==> src/design/assert_macros.svh <==
// Assertion macros shared by the link framer RTL.
// No dependencies; taken in by `include where assertions are written.
`ifndef ASSERT_MACROS_SVH
`define ASSERT_MACROS_SVH

// Clocked assertion, muted while reset is asserted.
`define ASSERT_CLK(label, clk, rst_n, prop, msg) \
    label: assert property (@(posedge clk) disable iff (!rst_n) prop) else $error(msg);

// Clocked assertion that also holds during reset.
`define ASSERT_CLK_ALWAYS(label, clk, prop, msg) \
    label: assert property (@(posedge clk) prop) else $error(msg);

`endif

==> src/design/mlmf_pkg.sv <==
// Types and constants for the multiplayer link master framer.
// No dependencies; imported by multiplayer_link_master_framer_top.
package mlmf_pkg;

    localparam logic [15:0] HANDSHAKE_MASTER = 16'h8FFF;
    localparam logic [15:0] HANDSHAKE_SLAVE  = 16'hB9A0;
    localparam logic [15:0] REPLY_MASK       = 16'hFFFC;

    typedef enum logic [1:0] {
        REQ_XFER    = 2'd0,
        REQ_STAGE   = 2'd1,
        REQ_RESTART = 2'd2,
        REQ_UNUSED  = 2'd3
    } t_req;

    typedef struct packed {
        logic [1:0]  req_type;
        logic [15:0] slave_word;
        logic [2:0]  word_index;
        logic [15:0] word_value;
    } t_in;

    typedef struct packed {
        logic [15:0] master_word;
        logic        rx_valid;
        logic [2:0]  rx_index;
        logic [15:0] rx_word;
        logic        packet_done;
        logic        packet_nonzero;
        logic        link_up;
    } t_out;

endpackage

==> src/design/multiplayer_link_master_framer_top.sv <==
// Multiplayer link master framer: handshake, packet framing and checksum.
// Depends on mlmf_pkg and assert_macros.svh.
//
// Usage:
//   Input channel (i_in_valid / o_in_ready / i_in_data) carries one request
//   per beat: a completed transfer with the slave's word, a command word to
//   stage, or a link restart. Output channel (o_out_valid / i_out_ready /
//   o_out_data) returns exactly one result beat per request, in order: the
//   word to send on the next transfer, any received command word with its
//   slot, the end-of-packet flags and the link state.
//   Results are registered: a request's result shows in the cycle after it
//   is accepted. Throughput is one request per cycle while results are taken;
//   the framer state and the single output register update in the same cycle.
//   When the receiver stalls, the result holds in the output register and
//   o_in_ready drops until the result is taken; a result taken in the same
//   cycle frees the register for the next request.
//   Reset (i_rst_n low at a clock edge) returns the link to handshake mode,
//   clears the staged and active command words, the checksum and the output
//   valid. A restart request does the same to the framer state.
`include "assert_macros.svh"

module multiplayer_link_master_framer_top
    import mlmf_pkg::*;
#(
    parameter int COMMAND_WORDS = 8
) (
    input  logic i_clk,
    input  logic i_rst_n,
    input  logic i_in_valid,
    output logic o_in_ready,
    input  t_in  i_in_data,
    output logic o_out_valid,
    input  logic i_out_ready,
    output t_out o_out_data
);

    localparam int SLOT_W = $clog2(COMMAND_WORDS + 1);
    localparam int IDX_W  = (SLOT_W > 3) ? SLOT_W : 3;

    logic              r_link_mode, n_link_mode;
    logic [1:0]        r_reply_count, n_reply_count;
    logic [SLOT_W-1:0] r_slot, n_slot;
    logic [15:0]       r_running_sum, n_running_sum;
    logic [15:0]       r_sum_to_send, n_sum_to_send;
    logic [15:0]       r_active_tx [COMMAND_WORDS];
    logic [15:0]       n_active_tx [COMMAND_WORDS];
    logic [15:0]       r_staged_tx [COMMAND_WORDS];
    logic [15:0]       n_staged_tx [COMMAND_WORDS];
    logic              r_received_any, n_received_any;

    logic              r_out_valid;
    t_out              r_out;
    t_out              n_out;

    logic              accept;
    logic [15:0]       cur_mw;
    logic [SLOT_W-1:0] slot_m1;
    logic [IDX_W-1:0]  slot_m1_ext;
    logic              reply_match;
    t_req              req;

    assign o_in_ready  = !r_out_valid || i_out_ready;
    assign accept      = i_in_valid && o_in_ready;
    assign o_out_valid = r_out_valid;
    assign o_out_data  = r_out;

    assign req         = t_req'(i_in_data.req_type);
    assign slot_m1     = r_slot - SLOT_W'(1);
    assign slot_m1_ext = IDX_W'(slot_m1);
    assign reply_match = (i_in_data.slave_word & REPLY_MASK) == HANDSHAKE_SLAVE;

    // word sent in the transfer that just completed
    always_comb begin
        cur_mw = '0;
        if (!r_link_mode) begin
            cur_mw = HANDSHAKE_MASTER;
        end else if (r_slot == '0) begin
            cur_mw = r_sum_to_send;
        end else begin
            for (int i = 0; i < COMMAND_WORDS; i++) begin
                if (r_slot == SLOT_W'(i + 1)) begin
                    cur_mw = r_active_tx[i];
                end
            end
        end
    end

    always_comb begin
        n_link_mode    = r_link_mode;
        n_reply_count  = r_reply_count;
        n_slot         = r_slot;
        n_running_sum  = r_running_sum;
        n_sum_to_send  = r_sum_to_send;
        n_active_tx    = r_active_tx;
        n_staged_tx    = r_staged_tx;
        n_received_any = r_received_any;
        n_out          = '0;

        unique case (req)
            REQ_XFER: begin
                if (!r_link_mode) begin
                    if (reply_match) begin
                        n_reply_count = (r_reply_count == 2'd3) ? r_reply_count
                                                                : r_reply_count + 2'd1;
                    end else begin
                        n_reply_count = '0;
                    end
                    if (n_reply_count >= 2'd2) begin
                        n_link_mode   = 1'b1;
                        n_slot        = '0;
                        n_running_sum = '0;
                        n_sum_to_send = '0;
                    end
                end else if (r_slot == '0) begin
                    // checksum beat done: latch the staged command words
                    n_active_tx    = r_staged_tx;
                    n_running_sum  = '0;
                    n_received_any = 1'b0;
                    n_slot         = SLOT_W'(1);
                end else begin
                    n_running_sum = r_running_sum + cur_mw + i_in_data.slave_word;
                    if (i_in_data.slave_word != '0) begin
                        n_received_any = 1'b1;
                    end
                    n_out.rx_valid = 1'b1;
                    n_out.rx_index = slot_m1_ext[2:0];
                    n_out.rx_word  = i_in_data.slave_word;
                    if (r_slot >= SLOT_W'(COMMAND_WORDS)) begin
                        n_sum_to_send        = n_running_sum;
                        n_slot               = '0;
                        n_out.packet_done    = 1'b1;
                        n_out.packet_nonzero = n_received_any;
                    end else begin
                        n_slot = r_slot + SLOT_W'(1);
                    end
                end
            end
            REQ_STAGE: begin
                for (int i = 0; i < COMMAND_WORDS; i++) begin
                    if (32'(i_in_data.word_index) == i) begin
                        n_staged_tx[i] = i_in_data.word_value;
                    end
                end
            end
            REQ_RESTART: begin
                n_link_mode    = 1'b0;
                n_reply_count  = '0;
                n_slot         = '0;
                n_running_sum  = '0;
                n_sum_to_send  = '0;
                n_received_any = 1'b0;
                for (int i = 0; i < COMMAND_WORDS; i++) begin
                    n_active_tx[i] = '0;
                    n_staged_tx[i] = '0;
                end
            end
            REQ_UNUSED: begin
            end
            default: begin
            end
        endcase

        // word for the next transfer, from the updated state
        n_out.link_up = n_link_mode;
        if (!n_link_mode) begin
            n_out.master_word = HANDSHAKE_MASTER;
        end else if (n_slot == '0) begin
            n_out.master_word = n_sum_to_send;
        end else begin
            for (int i = 0; i < COMMAND_WORDS; i++) begin
                if (n_slot == SLOT_W'(i + 1)) begin
                    n_out.master_word = n_active_tx[i];
                end
            end
        end
    end

    always_ff @(posedge i_clk) begin
        if (!i_rst_n) begin
            r_link_mode    <= 1'b0;
            r_reply_count  <= '0;
            r_slot         <= '0;
            r_running_sum  <= '0;
            r_sum_to_send  <= '0;
            r_received_any <= 1'b0;
            r_out_valid    <= 1'b0;
            for (int i = 0; i < COMMAND_WORDS; i++) begin
                r_active_tx[i] <= '0;
                r_staged_tx[i] <= '0;
            end
        end else begin
            if (accept) begin
                r_link_mode    <= n_link_mode;
                r_reply_count  <= n_reply_count;
                r_slot         <= n_slot;
                r_running_sum  <= n_running_sum;
                r_sum_to_send  <= n_sum_to_send;
                r_received_any <= n_received_any;
                r_active_tx    <= n_active_tx;
                r_staged_tx    <= n_staged_tx;
                r_out_valid    <= 1'b1;
            end else if (i_out_ready) begin
                r_out_valid    <= 1'b0;
            end
        end
    end

    always_ff @(posedge i_clk) begin
        if (accept) begin
            r_out <= n_out;
        end
    end

    `ASSERT_CLK(a_slot_range, i_clk, i_rst_n, r_slot <= SLOT_W'(COMMAND_WORDS), "slot out of range")
    `ASSERT_CLK(a_handshake_slot, i_clk, i_rst_n, !r_link_mode |-> r_slot == '0, "slot moved during handshake")
    `ASSERT_CLK(a_rx_needs_link, i_clk, i_rst_n, (r_out_valid && r_out.rx_valid) |-> r_out.link_up, "word reported with link down")
    `ASSERT_CLK(a_done_is_rx, i_clk, i_rst_n, (r_out_valid && r_out.packet_done) |-> (r_out.rx_valid && r_slot == '0), "packet end without last word")
    `ASSERT_CLK_ALWAYS(a_reset_empty, i_clk, $past(!i_rst_n) |-> !r_out_valid, "result valid right after reset")

endmodule
==> config.mk <==
export PLATFORM = sky130hd
export DESIGN_NAME = multiplayer_link_master_framer_top
export DESIGN_NICKNAME = d
export VERILOG_FILES = /design/src/design/mlmf_pkg.sv /design/src/design/multiplayer_link_master_framer_top.sv
export VERILOG_INCLUDE_DIRS = /design/src /design/src/design
export SDC_FILE = /design/constraint.sdc
export NUM_CORES = 1
export LEC_CHECK = 0
export ABC_AREA = 1
export BUFFER_PORTS_ARGS = -buffer_cell sky130_fd_sc_hd__buf_2
export CAP_MARGIN = 20
export CORE_MARGIN = 2
export CORE_UTILIZATION = 40
export DETAILED_ROUTE_END_ITERATION = 16
export GPL_TIMING_DRIVEN = 0
export SYNTH_ARGS = -nofsm -noshare
export SYNTH_HDL_FRONTEND = slang
export SYNTH_SLANG_ARGS = --single-unit
==> constraint.sdc <==
create_clock -name i_clk -period 11.5 [get_ports i_clk]
set_input_delay 2.3 -clock i_clk [delete_from_list [all_inputs] [get_ports i_clk]]
set_output_delay 2.3 -clock i_clk [all_outputs]
set_load 0.03 [all_outputs]
Yosys cells after proc, flatten, opt, wreduce, memory -nomap -nowiden
Index checks and enable logic that the tools add are counted.

storage, ports and cells
  register bits after elaboration = 336
  input bits = 41
  word-level logic and storage cells = 165

cells by class
  bitwise gates (word level) = 3
  reductions and logical operators = 25
  muxes and demuxes = 62
  equal/unequal tests = 38
  add/sub/neg operators = 5
  order comparisons = 2

operators by type and width
  cell                  number
  $mux 16               34
  $pmux 128 s2          2
  $mux 128              2
  $pmux 16 s2           2
  $reduce_and 3->1      11
  $add 16x16->16        2
  $eq 4x3->1 const B    8
  $mux 22               1
  $ne 2x2->1 const B    10
  $eq 4x2->1 const B    4
  $mux 4                4
  $reduce_bool 16->1    1
  $eq 14x14->1 const B  1
  $eq 3x3->1 const B    4
  $mux 2                6
  $eq 4x1->1 const B    2
  $eq 4x4->1 const B    2
  $logic_not 4->1       2
  $pmux 4 s2            1
  $mux 1                7
  $eq 3x2->1 const B    2
  $reduce_bool 2->1     3
  $add 4x1->4 const B   1
  $eq 2x2->1 const B    2
  other kinds (18)      21

Depth between registers and ports, before layout
Gate-level depths: netlist of the first run.

  depth in word-level cells = 19
  gate-level depth with buffers = 34

Worst setup path after synthesis of the first run
No wires, ideal clock.

  kind = input port to flip-flop
  start = input i_out_ready
  end = register r_out (netlist bit o_out_data[0]) (enable)
  arrival time = 4.506 ns
  cell stages on the path = 6
  path buffers = 2
  setup time = 0.418 ns
  setup slack = 6.576 ns
  required time = 11.082 ns
  path through = inv_1 -> nand2_1 -> nand2_1 -> clkinv_1 -> clkbuf_1 -> clkbuf_1

between the ends
  longest elaborated chain between the ends = 2

ends and longest elaborated chain
  what                  line                                       source
  start, declared       multiplayer_link_master_framer_top.sv:33   input logic i_out_ready,
  $logic_or 1x1->1      multiplayer_link_master_framer_top.sv:62   assign o_in_ready = !r_out_valid || i_out_ready;
  via o_in_ready        multiplayer_link_master_framer_top.sv:30   output logic o_in_ready,
  $logic_and 1x1->1     multiplayer_link_master_framer_top.sv:63   assign accept = i_in_valid && o_in_ready;
  via accept            multiplayer_link_master_framer_top.sv:55   logic accept;
  end signal, assigned  multiplayer_link_master_framer_top.sv:210  r_out <= n_out;
  end, declared         multiplayer_link_master_framer_top.sv:52   t_out r_out;

The timed path passes the listed nets, and every way through them passes these cells.
A chain may end at the register's enable or synchronous reset.

Worst setup path after layout of the first run
  start = register r_slot[0]
  end = register r_out (netlist bit o_out_data[37]) (data pin)

between the ends
  longest elaborated chain between the ends = 18
  elaborated cells on any way between the ends = 53
  those cells by class = add/sub (3); order compare (1); eq/ne (16); mux (31); reduce/logical (2)

ends and longest elaborated chain
  what                          line                                       source
  start, declared               multiplayer_link_master_framer_top.sv:42   logic [SLOT_W-1:0] r_slot, n_slot;
  start signal, assigned        multiplayer_link_master_framer_top.sv:195  r_slot <= n_slot;
  $eq 4x1->1                    multiplayer_link_master_framer_top.sv:81   if (r_slot == SLOT_W'(i + 1)) begin
  $mux 16 (8 in series)         multiplayer_link_master_framer_top.sv:81
  $mux 16                       multiplayer_link_master_framer_top.sv:77   end else if (r_slot == '0) begin
  $mux 16                       multiplayer_link_master_framer_top.sv:75   if (!r_link_mode) begin
  $add 16x16->16 (2 in series)  multiplayer_link_master_framer_top.sv:121  n_running_sum = r_running_sum + cur_mw + i_in_data.slave_word;
  $mux 16                       multiplayer_link_master_framer_top.sv:128  if (r_slot >= SLOT_W'(COMMAND_WORDS)) begin
  $mux 16                       multiplayer_link_master_framer_top.sv:114  end else if (r_slot == '0) begin
  $mux 16                       multiplayer_link_master_framer_top.sv:101  if (!r_link_mode) begin
  $pmux 16 s2                   multiplayer_link_master_framer_top.sv:99   unique case (req)
  $mux 16 (*)                   multiplayer_link_master_framer_top.sv:167  end else if (n_slot == '0) begin

Every way passes the cells marked *; elsewhere a longest branch is shown, timed or not.

==> metrics.md, run 1 <==
| Metric | Value |
|---|---|
| Core area | `42790 sq um` |
| Maxcap violations | `0` |
| Sequential area share after synthesis | `41.27%` |
| Sequential share of power | `41.6%` |
| Crit path DAT | `7.34 ns` |
| Setup Crit Path Kind | `reg -> reg` |
| WL/cell | `25.23 um` |
| Worst min-delay path class | `reg -> reg` |
| DRC | `0` |
| Die height | `211.6 um` |
| Clock Skew | `0.01733 ns` |
| Worst vdd ir | `94.25 uV` |
| Min Tclk post-route | `7.018 ns` |
| Main synth FF type | `dfxtp_1` |
| Asr flop ratio synth | `0%` |
| CP max stage cell | `nor2_1` |
| Final TNS setup | `0 ns` |
| Multi-input logic area | `8472 sq um` |
| Total clock sinks | `336` |
| Die area | `44790 sq um` |
| Cells after Synth | `2336` |
| Non-filler cells, final | `3035` |
| Final nets | `2534` |
| Largest family of logic cells by synthesized area | `compound AO/OA/AOI/OAI gates` |
| Sw Share | `31.46%` |
| Post-synthesis mux area share | `0%` |
| Worst r2r path cells | `28` |
| Syn Nets | `2411` |
| Setup crit end kind | `register` |
| Slew margin rel. | `19.18%` |
| Final setup viols | `0` |
| Leakage | `0.008075 uW` |
| Worst endpoint required time | `11.83 ns` |
| Comb pwr share | `17.4%` |
| Hold Vio Cnt, Final | `0` |
| Placed cell count | `2962` |
| Row cnt | `76` |
| Vias in the first global route | `16470` |
| YS warnings | `0` |
| Hold buffers post-CTS | `0` |
| Post-synthesis compound-gate area fraction | `30.38%` |
| Final instance area | `19670 sq um` |
| Resized cells post-CTS | `0` |
| CTS tree | `done` |
| Largest net degree at the start of global routing | `49` |
| Synth cell types | `53` |
| Fmax | `142.5 MHz` |
| Final period util | `61.03%` |
| Initial core utilization | `40.30%` |
| Post-Synth XOR/XNOR Area | `0.6602%` |
| Slew @ Worst Pin | `1.197 ns` |
| Synthesis-to-layout area growth | `14.07%` |
| Tot Pwr | `3222 uW` |
| I/O pin count | `82` |
| Hold slack | `0.4797 ns` |
| Yosys reg bits | `336` |
| Clock slew at reported path FFs | `0.06 ns` |
| Psw | `1014 uW` |
| # port buffers | `80` |
| Sum of buffers and inverters on the critical path | `5` |
| Register area | `7117 sq um` |
| CP Depth | `28` |
| Cts bufs inserted | `40` |
| Clock power frac | `41.0%` |
| Fillers | `4370` |
| Global-route wire length before repair | `110300 um` |
| Die X | `211.6 um` |
| RSZ-0062 raised after global routing | `no` |
| Placed Area | `18330 sq um` |
| Commonest non-fill, non-tap cell in the layout | `o21ai_0` |
| Buffer depth of the longest clock path | `3` |
| TritonRoute pass-1 iters | `7` |
| Aggregate global routing overflow | `0` |
| Startpoint Class | `register` |
| Pwr Density | `163.8 nW/um^2` |
| Worst Hold Path Cells | `2` |
| H-tree depth | `2` |
| Root Buffer | `clkbuf_16` |
| Post-synth EDFFs | `39` |
| Initial antenna violation count | `0` |
| Via density | `6.013` |
| Max FO, Critical Path | `10` |
| Total global-route track usage | `33.68%` |
| Synth Area in Adders | `3.163%` |
| Cell repeated most along the worst path | `o21ai_0` |
| Layout cell share with drive strength beyond 1 | `9.164%` |
| Status | `complete, no violations` |
| Crit-path leading delay family | `compound AO/OA/AOI/OAI gates` |
| # Post-CTS Setup Buffers | `0` |
| Final GP Congestion | `1.010` |
| Post-Synth Simple-Gate Area | `14.92%` |
| Clock latency at the later pin of the worst-skew pair | `0.58 ns` |
| Final Max Tran Viols | `0` |
| Syn Area/Cell | `7.382 sq um` |
| Final WL | `76570 um` |
| Max incr delay on CP | `0.68 ns` |
| Most frequent cells in the layout | `427 x o21ai_0, 367 x a21oi_1, 297 x dfxtp_1` |
| Via count | `18250` |
| Post-route ant nets | `0` |
| Internal | `2209 uW` |
| Dpl hpwl | `57720 um` |
| DR iter-0 viols | `2383` |
| Mapped cell area | `17250 sq um` |
-- logic make-up after synthesis --
group / after synthesis
AO/OA/AOI/OAI: 964
AND/OR/NAND/NOR: 572
flip-flops: 336
buffers and inverters: 417
XOR/XNOR: 13
adder cells (fa/ha/maj): 34
-- synth_stat cells (16+ instances only) --
cell type | number | area, sq um
a21oi_1 | 367 | 1837
a22oi_1 | 87 | 653.1
buf_2 | 23 | 115.1
clkbuf_1 | 120 | 450.4
dfxtp_1 | 297 | 5946
edfxtp_1 | 39 | 1171
fa_1 | 16 | 320.3
ha_1 | 18 | 225.2
inv_1 | 244 | 915.9
nand2_1 | 276 | 1036
nand3_1 | 68 | 340.3
nor2_1 | 124 | 465.5
nor3_1 | 23 | 115.1
o21ai_0 | 427 | 2137
o22ai_1 | 24 | 150.1
or2_0 | 17 | 106.4
-- power by group through the flow --
stage / registers, uW / logic (uW) / clock network (uW)
global route: 1340 / 609 / 1380
floorplan: 1330 / 347 / 0
global placement: 1360 / 537 / 0
detailed placement: 1360 / 542 / 0
CTS: 1330 / 546 / 1330
finish: 1340 / 561 / 1320
-- flip-flops by register name, indices dropped and copies added (netlist names) --
| name | count |
|---|---|
| r_active_tx | 128 |
| r_sum_to_send | 16 |
| r_staged_tx | 128 |
| r_running_sum | 16 |
| o_out_data | 39 |
| r_link_mode | 1 |
| r_slot | 4 |
| o_out_valid | 1 |
| r_reply_count | 2 |
| r_received_any | 1 |
-- routing by layer --
metal	up-vias	routed length [um]	global-route usage [%]
met5	-	0	0
met4	0	3233	14.52
met3	174	9063	8.174
met2	1155	32110	49.68
met1	8636	32160	46.75
li1	8284	-	-
-- through the flow --
step                setup slack, ns  utilization (%)
global route                  4.311            45.96
detailed placement            4.875            42.84
global placement              4.820            42.83
floorplan                     6.576                -
CTS                           4.841            45.93
finish                        4.482            45.97
-- worst reg2reg max path, delay by kind of cell (launching register included) --
kind	cells	cell delay (ns)
AOI/OAI and AO/OA	10	2.39
xor gates and xnor gates	1	0.18
adders and majority gates	3	1.05
buffers and inverters	5	1.18
DFF	1	0.39
and+or+nand+nor	9	1.57
-- worst paths after layout --
kind	startpoint	endpoint	slack [ns]
hold reg to reg	r_reply_count[1]$_SDFFE_PN0P_	r_reply_count[1]$_SDFFE_PN0P_	0.48
setup reg to reg	r_slot[0]$_SDFFE_PN0P_	o_out_data[37]$_SDFFCE_PN0P_	4.48
setup / recovery	r_slot[0]$_SDFFE_PN0P_	o_out_data[37]$_SDFFCE_PN0P_	4.48
hold / removal	r_reply_count[1]$_SDFFE_PN0P_	r_reply_count[1]$_SDFFE_PN0P_	0.48
-- area by class of cell --
cell class                      instances  area share, %
Sequential cell                       336          36.18
Inverter                              258          4.936
Clock buffer                           52          5.578
Clock inverter                         19          1.145
Multi-Input combinational cell       1583          43.07
Timing Repair Buffer                   81          2.105
Antenna cell                            1        0.01272
Tap cell                              546          3.473
Buffer                                159          3.505
Power figures use the tool's default switching activity.
==> run 2: changes to the inputs <==
- clock period: 11.5 -> 6.2 ns (I/O delays scaled with it)
==> run 2 against run 1 <==
  * Sequential share of layout area about the same
  * Die area unchanged
  * Routed wire length barely moved
  * Clock power increased by 86%
  * First-iteration DRC count shrank 3.4%
  * Count of clock-buffer cells in the layout did not move
  * Utilization about the same
  * Sequential cell count unchanged
  * Worst setup slack got worse by 4.3 ns
==> metrics.md, run 2 (synthesized netlist as in run 1, its figures left out) <==
| Metric | Value |
|---|---|
| Status | `complete, no violations` |
| Clock Skew | `0.01732 ns (-0.000006900 ns)` |
| Most frequent cells in the layout | `422 x o21ai_0, 367 x a21oi_1, 297 x dfxtp_1` |
| Hold Vio Cnt, Final | `0 (unchanged)` |
| Worst reg-to-reg setup slack | `0.15 ns (-4.34 ns)` |
| DR iter-0 viols | `2302 (-3.4%)` |
| DRC | `0 (unchanged)` |
| Final nets | `2534 (unchanged)` |
| Via count | `18250 (+0.011%)` |
| Worst min-delay path class | `reg -> reg` |
| Worst endpoint required time | `6.52 ns (-5.31 ns)` |
| Internal | `4098 uW (+86%)` |
| Die X | `211.6 um (unchanged)` |
| Final Util | `46.02% (+0.050 points)` |
| Root Buffer | `clkbuf_16` |
| Post-route ant nets | `0 (unchanged)` |
| Final instance area | `19690 sq um (+0.11%)` |
| I/O pin count | `82 (unchanged)` |
| Final TNS setup | `0 ns (unchanged)` |
| Min Tclk post-route | `6.055 ns (-0.9630 ns)` |
| Dpl hpwl | `57720 um (unchanged)` |
| Row cnt | `76 (unchanged)` |
| Final GP Congestion | `1.010 (unchanged)` |
| Core area | `42790 sq um (unchanged)` |
| Startpoint Class | `register` |
| CTS tree | `done` |
| Global-route wire length before repair | `110300 um (about the same)` |
| Maxcap violations | `0 (unchanged)` |
| Worst vdd ir | `173.5 uV (+84%)` |
| Aggregate global routing overflow | `0 (unchanged)` |
| Die area | `44790 sq um (unchanged)` |
| Layout cell share with drive strength beyond 1 | `9.365% (+0.20 points)` |
| Sequential share of power | `41.6% (about the same)` |
| Worst Hold Path Cells | `2 (unchanged)` |
| Sw Share | `31.48% (about the same)` |
| Total global-route track usage | `33.68% (unchanged)` |
| Register area | `7117 sq um (unchanged)` |
| Total clock sinks | `336 (unchanged)` |
| # port buffers | `80 (unchanged)` |
| Clock power frac | `40.9% (about the same)` |
| Fmax | `165.2 MHz (+16%)` |
| Vias in the first global route | `16480 (+0.018%)` |
| Multi-input logic area | `8489 sq um (+0.21%)` |
| Commonest non-fill, non-tap cell in the layout | `o21ai_0` |
| Clock slew at reported path FFs | `0.06 ns (about the same)` |
| Max incr delay on CP | `0.46 ns (-0.22 ns)` |
| Crit path DAT | `6.38 ns (-0.96 ns)` |
| H-tree depth | `2 (unchanged)` |
| Slew @ Worst Pin | `1.277 ns (+0.07971 ns)` |
| Final setup viols | `0 (unchanged)` |
| Fillers | `4372 (+0.046%)` |
| Cts bufs inserted | `40 (unchanged)` |
| CP max stage cell | `fa_1` |
| TritonRoute pass-1 iters | `7 (unchanged)` |
| Max FO, Critical Path | `10 (unchanged)` |
| Clock latency at the later pin of the worst-skew pair | `0.57 ns (about the same)` |
| Pwr Density | `303.7 nW/um^2 (+85%)` |
| Initial core utilization | `40.30% (unchanged)` |
| RSZ-0062 raised after global routing | `no` |
| WL/cell | `25.25 um (about the same)` |
| Largest net degree at the start of global routing | `49 (unchanged)` |
| Leakage | `0.008076 uW (about the same)` |
| Final period util | `97.66% (+37 points)` |
| Buffer depth of the longest clock path | `3 (unchanged)` |
| Final WL | `76630 um (about the same)` |
| Initial antenna violation count | `0 (unchanged)` |
| Synthesis-to-layout area growth | `14.19%` |
| Cell repeated most along the worst path | `nand2_1` |
| Setup crit end kind | `register` |
| Final Max Tran Viols | `0 (unchanged)` |
| Slew margin rel. | `13.80% (-5.4 points)` |
| Setup Crit Path Kind | `reg -> reg` |
| Placed cell count | `2962 (unchanged)` |
| Die height | `211.6 um (unchanged)` |
| Via density | `6.014 (about the same)` |
| Tot Pwr | `5980 uW (+86%)` |
| Non-filler cells, final | `3035 (unchanged)` |
| Psw | `1882 uW (+86%)` |
| Placed Area | `18330 sq um (unchanged)` |
| Worst r2r path cells | `28 (unchanged)` |
| Comb pwr share | `17.5% (about the same)` |
| # Post-CTS Setup Buffers | `0 (unchanged)` |
run 2: changes by cell type in the layout (fill, tap and decap cells not counted):
cell,previous run,this run
o21ai_1,1,4
clkinv_1,8,7
clkinv_2,10,11
nor2_1,124,122
buf_2,103,102
o21ai_0,427,422
nor2_4,6,7
nor2_2,7,8
o21ai_2,0,2
clkbuf_4,1,2
run 2: cell type report:
| class | count | area share [%] |
|---|---|---|
| antenna | 1 | 0.01271 |
| buffer | 159 | 3.514 |
| clock buffer | 52 | 5.572 |
| clock inverter | 19 | 1.144 |
| inverter | 258 | 4.937 |
| multi-input combinational | 1583 | 43.11 |
| sequential | 336 | 36.14 |
| tap | 546 | 3.469 |
| timing repair buffer | 81 | 2.103 |
run 2: final timing paths:
check | startpoint | endpoint
min reg2reg | r_reply_count[1]$_SDFFE_PN0P_ | r_reply_count[1]$_SDFFE_PN0P_
max reg2reg | r_slot[0]$_SDFFE_PN0P_ | o_out_data[37]$_SDFFCE_PN0P_
min | r_reply_count[1]$_SDFFE_PN0P_ | r_reply_count[1]$_SDFFE_PN0P_
max | r_slot[0]$_SDFFE_PN0P_ | o_out_data[37]$_SDFFCE_PN0P_
run 2: worst max-delay path, delay by kind of cell (launching register included):
kind / cells / cell delay [ns]
AO/OA/AOI/OAI: 10 / 2.10
AND/OR/NAND/NOR: 9 / 1.20
adder cells (fa/ha/maj): 3 / 1.00
buffers and inverters: 5 / 0.93
flip-flops: 1 / 0.39
XOR/XNOR: 1 / 0.18
run 2: routing by layer:
layer	vias to the layer above	GRT usage, %	wire [um]
met5	-	0	0
met4	0	14.59	3279
met3	176	8.174	8810
met2	1134	49.64	32160
met1	8653	46.76	32380
li1	8288	-	-
run 2: power by group through the flow:
stage          clock network (uW)  registers (uW)  logic, uW
6_report                     2450            2490       1050
5_1_grt                      2560            2490       1130
4_1_cts                      2470            2470       1010
3_5_place_dp                    0            2520       1010
3_3_place_gp                    0            2510        995
2_1_floorplan                   0            2470        644
run 2: what timing repair did:
action / CTS / global route
resized for setup: 3 / 9
gates cloned: 0 / 0
setup endpoints to repair: 22 / 19
hold buffers: 0 / 0
run 2: stage by stage:
step / setup slack (ns) / hold slack, ns
2_1_floorplan: 1.820 / 0.4297
3_3_place_gp: -0.4805 / 0.4557
3_5_place_dp: -0.4250 / 0.4709
4_1_cts: 0.05171 / 0.4799
5_1_grt: 0.03224 / 0.4959
6_report: 0.1451 / 0.4819
